$ cat config.mk
export PLATFORM = sky130hd
export DESIGN_NAME = utf8_byte_sanitizer_top
export DESIGN_NICKNAME = d
export VERILOG_FILES = /design/src/rtl/u8san_pkg.sv /design/src/rtl/utf8_byte_sanitizer_top.sv
export SDC_FILE = /design/constraint.sdc
export NUM_CORES = 1
export LEC_CHECK = 0
export ABC_AREA = 1
export BUFFER_PORTS_ARGS = -buffer_cell sky130_fd_sc_hd__buf_4
export CAP_MARGIN = 0
export CORE_MARGIN = 2
export CORE_UTILIZATION = 33
export CTS_CLUSTER_DIAMETER = 150
export CTS_CLUSTER_SIZE = 10
export DETAILED_ROUTE_END_ITERATION = 8
export HOLD_SLACK_MARGIN = 0.12
export PLACE_DENSITY = 0.59
export SYNTH_ARGS = -nofsm -noshare
export SYNTH_HDL_FRONTEND = slang
export SYNTH_SLANG_ARGS = --single-unit
$ cat constraint.sdc
create_clock -name clock -period 4.8 [get_ports clock]
set_input_delay 0.48 -clock clock [delete_from_list [all_inputs] [get_ports clock]]
set_output_delay 0.48 -clock clock [all_outputs]
set_load 0.02 [all_outputs]
$ cat src/rtl/u8san_pkg.sv
// ----------------------------------------------------------------------------
// UTF-8 byte sanitiser package
// Widths, constants and decode helpers shared by the sanitiser files.
// ----------------------------------------------------------------------------
package u8san_pkg;

   localparam int BYTE_WIDTH = 8;
   // Longest burst from one transaction: four replacement sequences
   localparam int MAX_BYTES  = 12;
   localparam int CNT_WIDTH  = $clog2(MAX_BYTES + 1);
   localparam int HELD_DEPTH = 3;

   localparam logic [BYTE_WIDTH-1:0] REPL_BYTE0 = 8'hEF;
   localparam logic [BYTE_WIDTH-1:0] REPL_BYTE1 = 8'hBF;
   localparam logic [BYTE_WIDTH-1:0] REPL_BYTE2 = 8'hBD;

   typedef logic [BYTE_WIDTH-1:0] byte_type;
   typedef logic [CNT_WIDTH-1:0]  count_type;

   // Byte k of U+FFFD in UTF-8
   function automatic byte_type repl_byte(input logic [1:0] k);
      byte_type b;
      case (k)
         2'd0:    b = REPL_BYTE0;
         2'd1:    b = REPL_BYTE1;
         default: b = REPL_BYTE2;
      endcase
      return b;
   endfunction

   // Sequence length opened by a lead byte; zero if not a lead
   function automatic logic [2:0] lead_length(input byte_type b);
      logic [2:0] len;
      if ((b & 8'hE0) == 8'hC0) begin
         len = 3'd2;
      end else if ((b & 8'hF0) == 8'hE0) begin
         len = 3'd3;
      end else if ((b & 8'hF8) == 8'hF0) begin
         len = 3'd4;
      end else begin
         len = 3'd0;
      end
      return len;
   endfunction

   function automatic logic is_continuation(input byte_type b);
      return (b & 8'hC0) == 8'h80;
   endfunction

endpackage

$ cat src/rtl/utf8_byte_sanitizer_top.sv
// ----------------------------------------------------------------------------
// UTF-8 byte sanitiser
// Streams UTF-8 text byte by byte and replaces malformed bytes with U+FFFD.
// ----------------------------------------------------------------------------
// Usage:
//   req_* carries one input byte per transaction, req_tlast on the final byte
//   of a string. rsp_* carries the repaired text one byte per transaction,
//   rsp_tlast on the final output byte of the string.
//   ASCII bytes pass straight through. A lead byte and its continuation bytes
//   are held until the sequence completes, then sent together. Any malformed
//   byte, or held bytes cut short, become EF BF BD each.
// Output: the first output byte is registered and appears in the cycle after its input is taken.
// Throughput: one byte per cycle on both sides for ASCII text while rsp_tready is high. An
//   input that yields N output bytes holds req_tready low while the output buffer drains,
//   one byte per cycle while rsp_tready is high; N is at most 12.
// Reset: clears the held sequence and empties the output buffer.
// Stall: while a byte is on show and rsp_tready is low, that byte holds and req_tready stays
//   low, so no input is taken until the pending bytes have gone out.
// ----------------------------------------------------------------------------
module utf8_byte_sanitizer_top (
   input  logic                           clock,
   input  logic                           reset,
   input  logic                           req_tvalid,
   output logic                           req_tready,
   input  logic [u8san_pkg::BYTE_WIDTH-1:0] req_tdata,  // [7:0] in_byte
   input  logic                           req_tlast,    // in_last
   output logic                           rsp_tvalid,
   input  logic                           rsp_tready,
   output logic [u8san_pkg::BYTE_WIDTH-1:0] rsp_tdata,  // [7:0] out_byte
   output logic                           rsp_tlast     // out_last
);

   localparam int NB = u8san_pkg::MAX_BYTES;
   localparam int ND = u8san_pkg::HELD_DEPTH;

   // Sequence state
   u8san_pkg::byte_type  held_ff [ND];
   logic [1:0]           hc_ff, hc_in;
   logic [2:0]           len_ff, len_in;

   // Output buffer
   u8san_pkg::byte_type  obuf_ff [NB];
   u8san_pkg::byte_type  obuf_in [NB];
   u8san_pkg::count_type rem_ff;
   logic                 last_ff;

   // Decode results
   logic                 req_fire, rsp_fire;
   logic                 raw_mode;
   logic                 tail;
   logic [2:0]           nrep;
   logic [2:0]           lead_len;
   logic                 wr_en;
   logic [1:0]           wr_idx;
   u8san_pkg::count_type rep_bytes, count_in;

   assign req_fire   = req_tvalid && req_tready;
   assign rsp_fire   = rsp_tvalid && rsp_tready;
   assign rsp_tvalid = (rem_ff != '0);
   assign rsp_tdata  = obuf_ff[0];
   assign rsp_tlast  = last_ff && (rem_ff == u8san_pkg::count_type'(1));
   assign req_tready = (rem_ff == '0) ||
                       ((rem_ff == u8san_pkg::count_type'(1)) && rsp_tready);
   assign lead_len   = u8san_pkg::lead_length(req_tdata);

   // Classify the incoming byte against the open sequence
   always_comb begin
      raw_mode = 1'b0;
      tail     = 1'b0;
      nrep     = 3'd0;
      hc_in    = hc_ff;
      len_in   = len_ff;
      wr_en    = 1'b0;
      wr_idx   = 2'd0;
      if ((hc_ff != 2'd0) && u8san_pkg::is_continuation(req_tdata)) begin
         if (({1'b0, hc_ff} + 3'd1) >= len_ff) begin
            // sequence complete: send held bytes and this one
            raw_mode = 1'b1;
            hc_in    = 2'd0;
            len_in   = 3'd0;
         end else begin
            wr_en  = 1'b1;
            wr_idx = hc_ff;
            hc_in  = hc_ff + 2'd1;
            if (req_tlast) begin
               // string ends inside the sequence
               nrep   = {1'b0, hc_ff} + 3'd1;
               hc_in  = 2'd0;
               len_in = 3'd0;
            end
         end
      end else begin
         // flush anything held, then treat the byte afresh
         nrep   = {1'b0, hc_ff};
         hc_in  = 2'd0;
         len_in = 3'd0;
         if (req_tdata < 8'h80) begin
            tail = 1'b1;
         end else if (lead_len != 3'd0) begin
            if (req_tlast) begin
               nrep = nrep + 3'd1;
            end else begin
               wr_en  = 1'b1;
               wr_idx = 2'd0;
               hc_in  = 2'd1;
               len_in = lead_len;
            end
         end else begin
            nrep = nrep + 3'd1;
         end
      end
   end

   // Lay out the output bytes of this transaction
   always_comb begin
      rep_bytes = u8san_pkg::count_type'({nrep, 1'b0}) + u8san_pkg::count_type'(nrep);
      count_in  = raw_mode ? u8san_pkg::count_type'({1'b0, hc_ff}) + u8san_pkg::count_type'(1)
                           : rep_bytes + u8san_pkg::count_type'(tail);
      for (int i = 0; i < NB; i++) begin
         obuf_in[i] = '0;
         if (raw_mode) begin
            if ((i < ND) && (u8san_pkg::count_type'(i) < u8san_pkg::count_type'(hc_ff))) begin
               obuf_in[i] = held_ff[(i < ND) ? i : 0];
            end else if (u8san_pkg::count_type'(i) == u8san_pkg::count_type'(hc_ff)) begin
               obuf_in[i] = req_tdata;
            end
         end else begin
            if (u8san_pkg::count_type'(i) < rep_bytes) begin
               obuf_in[i] = u8san_pkg::repl_byte(2'(i % 3));
            end else if (tail && (u8san_pkg::count_type'(i) == rep_bytes)) begin
               obuf_in[i] = req_tdata;
            end
         end
      end
   end

   // Sequence state registers
   always_ff @(posedge clock) begin
      if (reset) begin
         hc_ff  <= 2'd0;
         len_ff <= 3'd0;
      end else if (req_fire) begin
         hc_ff  <= hc_in;
         len_ff <= len_in;
      end
   end

   // Held byte store
   always_ff @(posedge clock) begin
      if (req_fire && wr_en) begin
         held_ff[wr_idx] <= req_tdata;
      end
   end

   // Output buffer: load on every accepted input byte, shift as the bytes go
   always_ff @(posedge clock) begin
      if (reset) begin
         rem_ff <= '0;
      end else if (req_fire) begin
         rem_ff <= count_in;
      end else if (rsp_fire) begin
         rem_ff <= rem_ff - u8san_pkg::count_type'(1);
      end
   end

   always_ff @(posedge clock) begin
      if (req_fire) begin
         obuf_ff <= obuf_in;
         last_ff <= req_tlast;
      end else if (rsp_fire) begin
         for (int k = 0; k < NB - 1; k++) begin
            obuf_ff[k] <= obuf_ff[k+1];
         end
      end
   end

endmodule

==> reports/metrics.csv <==
stage,metric,value,unit
layout,area_growth,14.58,%
setup_path,critical_path_class,reg -> reg,
clock_tree,cts_tree,done,
worst_hold_path,hp-class,in -> reg,
detailed_routing,ant_nets,0,
setup_path,crit_chain,inv_1 -> ha_1 -> ha_1 -> nand2_1 -> nor2_1 -> nor2_1 -> nand2_1 -> nor2_1 -> inv_1 -> o22ai_1 -> buf_4 -> ha_1 -> fa_1 -> inv_2 -> nand3_2 -> o21ai_2 -> a21oi_1,
sta,fin_tns_setup,0,ns
global_route,grt_pass1_vias,5022,
logic_synthesis,avgSynthCellArea,9.505,um2
setup_path,critPathArrivalTime,4.55,ns
detailed_routing,first_pass_iters,5,
logic_synthesis,ys.flop_type,edfxtp_1,
flow_run,cap_violations,0,
logic_synthesis,synth_cell_types,46,
clock_tree,cts.sinks,130,
sta,timing.final.crit_share,91.62,%
sta,finalClockSkew,0.01315,ns
logic_synthesis,synthArstFlopShare,0,%
sta,worstMarginPinSlew,0.9439,ns
global_route,gr-usage-all-layers,17.56,%
global_route,grt_start_max_net_pins,87,
logic_synthesis,synth_top_area_share,53.31,%
logic_synthesis,yosysMostFrequentCell,nand2_1,
setup_path,critPathMaxFanout,11,
sta,maxSlewViolCount,0,
logic_synthesis,ys_seq_area_share,55.96,%
global_route,grt-ovfl-total,0,
sta,min_period,4.398,ns
run_status,status,finished clean,
layout,instances_no_fill,1019,
setup_path,crit_required,4.95,ns
place,portBuffers,23,
layout,postLayoutCellArea,7809,um2
layout,layout-drive-gt1-share,13.89,%
power_and_ir_drop,p_leak,3.202,nW
logic_synthesis,synth_commonest_cells,"nand2_1, edfxtp_1, nand3_1, nor2_1, inv_1",
detailed_routing,viasPerCell,5.265,
setup_path,cp_slowest_stage_delay,0.57,ns
layout,n_antenna_cell,0,
logic_synthesis,yosysWarnings,0,
detailed_routing,drt_wl_total,18420,um
logic_synthesis,netlist_top_cells_area,"edfxtp_1, nand2_1, nand3_1",
clock_tree,path_clk_slew,0.06,ns
floorplanning,core_area,20230,um2
setup_path,critPathSlowestCell,fa_1,
logic_synthesis,synthCells,717,
floorplanning,die_h,147.7,um
power_and_ir_drop,power_density,609.2,nW/um2
sta,hold_viol,0,
detailed_routing,first_iter_violations,527,
setup_path,crit_family,adder cells,
floorplanning,start_util,33.68,%
setup_path,worstSetupEndpointType,register,
setup_path,crit_buf_inv,4,
power_and_ir_drop,vdd_ir_drop_max,0.2788,mV
sta,timing.fmax,227.4,MHz
power_and_ir_drop,total_power,4.757,mW
floorplanning,rows,52,
detailed_routing,drc_errors,0,
setup_path,startpoint_type,register,
logic_synthesis,syn_area,6815,um2
place,dpl.hpwl,12490,um
global_route,grt_pass1_wl,28880,um
logic_synthesis,synth_seq_cells,130,
place,placed_cell_area,7224,um2
sta,slew_headroom,37.07,%
global_route,antenna_found_initial,0,
clock_tree,h-tree-depth,4,
sta,rsz0062_at_grt,false,
floorplanning,die_w,147.7,um
logic_synthesis,synth_nets,753,
place,place_inst,987,
place,gp_congestion,0.8906,
clock_tree,post-cts-setup-buffers,0,
sta,finalSetupViolCount,0,
layout,nNetsFinal,772,
floorplanning,boundaryPins,24,
detailed_routing,wl_per_cell,18.07,um
clock_tree,cts_buffers,17,
logic_synthesis,synth_edf_count,121,
clock_tree,insertion_delay,0.43,ns
floorplanning,die_area,21820,um2
clock_tree,cts_buffer_depth,2,
logic_synthesis,yosysTopAreaCell,edfxtp_1,
clock_tree,cts-root-buf,clkbuf_16,
detailed_routing,vias,5365,
-- worst paths after layout --
| kind | from | to | slack (ns) | cells past startpoint |
|---|---|---|---|---|
| worst max register to register | hc_ff[1]$_SDFFE_PP0P_ | rsp_tdata[6]$_DFFE_PP_ | 0.40 | 17 |
| worst max-delay path | hc_ff[1]$_SDFFE_PP0P_ | rsp_tdata[6]$_DFFE_PP_ | 0.40 | 17 |
| worst min-delay path | reset | hc_ff[0]$_SDFFE_PP0P_ | 0.25 | 2 |
| worst min register to register | len_ff[0]$_SDFFE_PP0P_ | len_ff[0]$_SDFFE_PP0P_ | 0.51 | 2 |
-- cell families (layout without fill, tap and decap cells) --
kind of cell	count (synthesis)	count (layout)	synth area share, %
adders and majority gates	23	23	4.333
AOI/OAI and AO/OA	121	121	10.68
xor gates and xnor gates	1	1	0.1285
and+or+nand+nor	347	347	22.93
buffers and inverters	95	127	5.966
DFF	130	130	55.96
-- worst reg2reg max path: cells and delay by family (launching register included) --
| kind | cells | cell delay [ns] |
|---|---|---|
| buffers and inverters | 4 | 0.76 |
| AO/OA/AOI/OAI | 3 | 0.69 |
| flip-flops | 1 | 0.53 |
| adder cells (fa/ha/maj) | 4 | 1.40 |
| AND/OR/NAND/NOR | 6 | 0.74 |
-- cell type report --
cell class / count / area (um2)
fill: 1976 / 12430
sequential: 130 / 3814
multi-input combinational: 492 / 2595
clock buffer: 22 / 518.0
tap: 270 / 337.8
inverter: 64 / 245.2
timing repair buffer: 31 / 232.7
clock inverter: 10 / 66.31
-- report_power, final --
| group | internal [mW] | switching [mW] | total, mW |
|---|---|---|---|
| Combinational | 0.456 | 0.977 | 1.43 |
| Sequential | 1.93 | 0.132 | 2.06 |
| Clock | 0.767 | 0.496 | 1.26 |
-- sequential cells by signal, indices dropped and copies added, names as in the netlist --
signal	flops
last_ff	1
rsp_tdata	8
len_ff	3
hc_ff	2
rem_ff	4
held_ff	24
obuf_ff	88
-- layer usage --
metal  vias to the layer above  global-route usage [%]  wire length (um)
met5                         -                       0                 0
met2                       215                   26.51              8534
met3                        37                   4.506              1325
li1                       2523                       -                 -
met1                      2590                   24.14              8030
met4                         0                   7.163               525
-- cells in the final DEF, fill, tap and decap left out, drive strengths merged --
master,n
a211oi,2
a21oi,44
a221oi,5
a22oi,6
a31oi,2
and3,1
buf,31
clkbuf,22
clkinv,9
dfxtp,9
edfxtp,121
fa,1
ha,22
inv,65
nand2,189
nand3,69
nand4,8
nor2,65
nor3,10
nor4,2
o211ai,9
o21a,1
o21ai,41
o21bai,6
o22ai,3
o311ai,1
o31ai,1
or2,3
xor2,1
-- timing repair --
action | 4_1_cts | 5_1_grt
gates resized for setup | 0 | 1
endpoints found under the setup margin | 0 | 1
hold buffers | 0 | 0
-- metrics by stage --
stage               utilization (%)  worst slack [ns]  hold WS, ns
floorplan                         -            0.6610       0.4729
global placement              35.70            0.5095       0.4894
detailed placement            35.70            0.3967       0.5002
CTS                           38.59            0.3495       0.2282
global route                  38.59            0.1498       0.2343
finish                        38.59            0.4024       0.2450
Note: power is estimated with default switching activity, not from simulation.
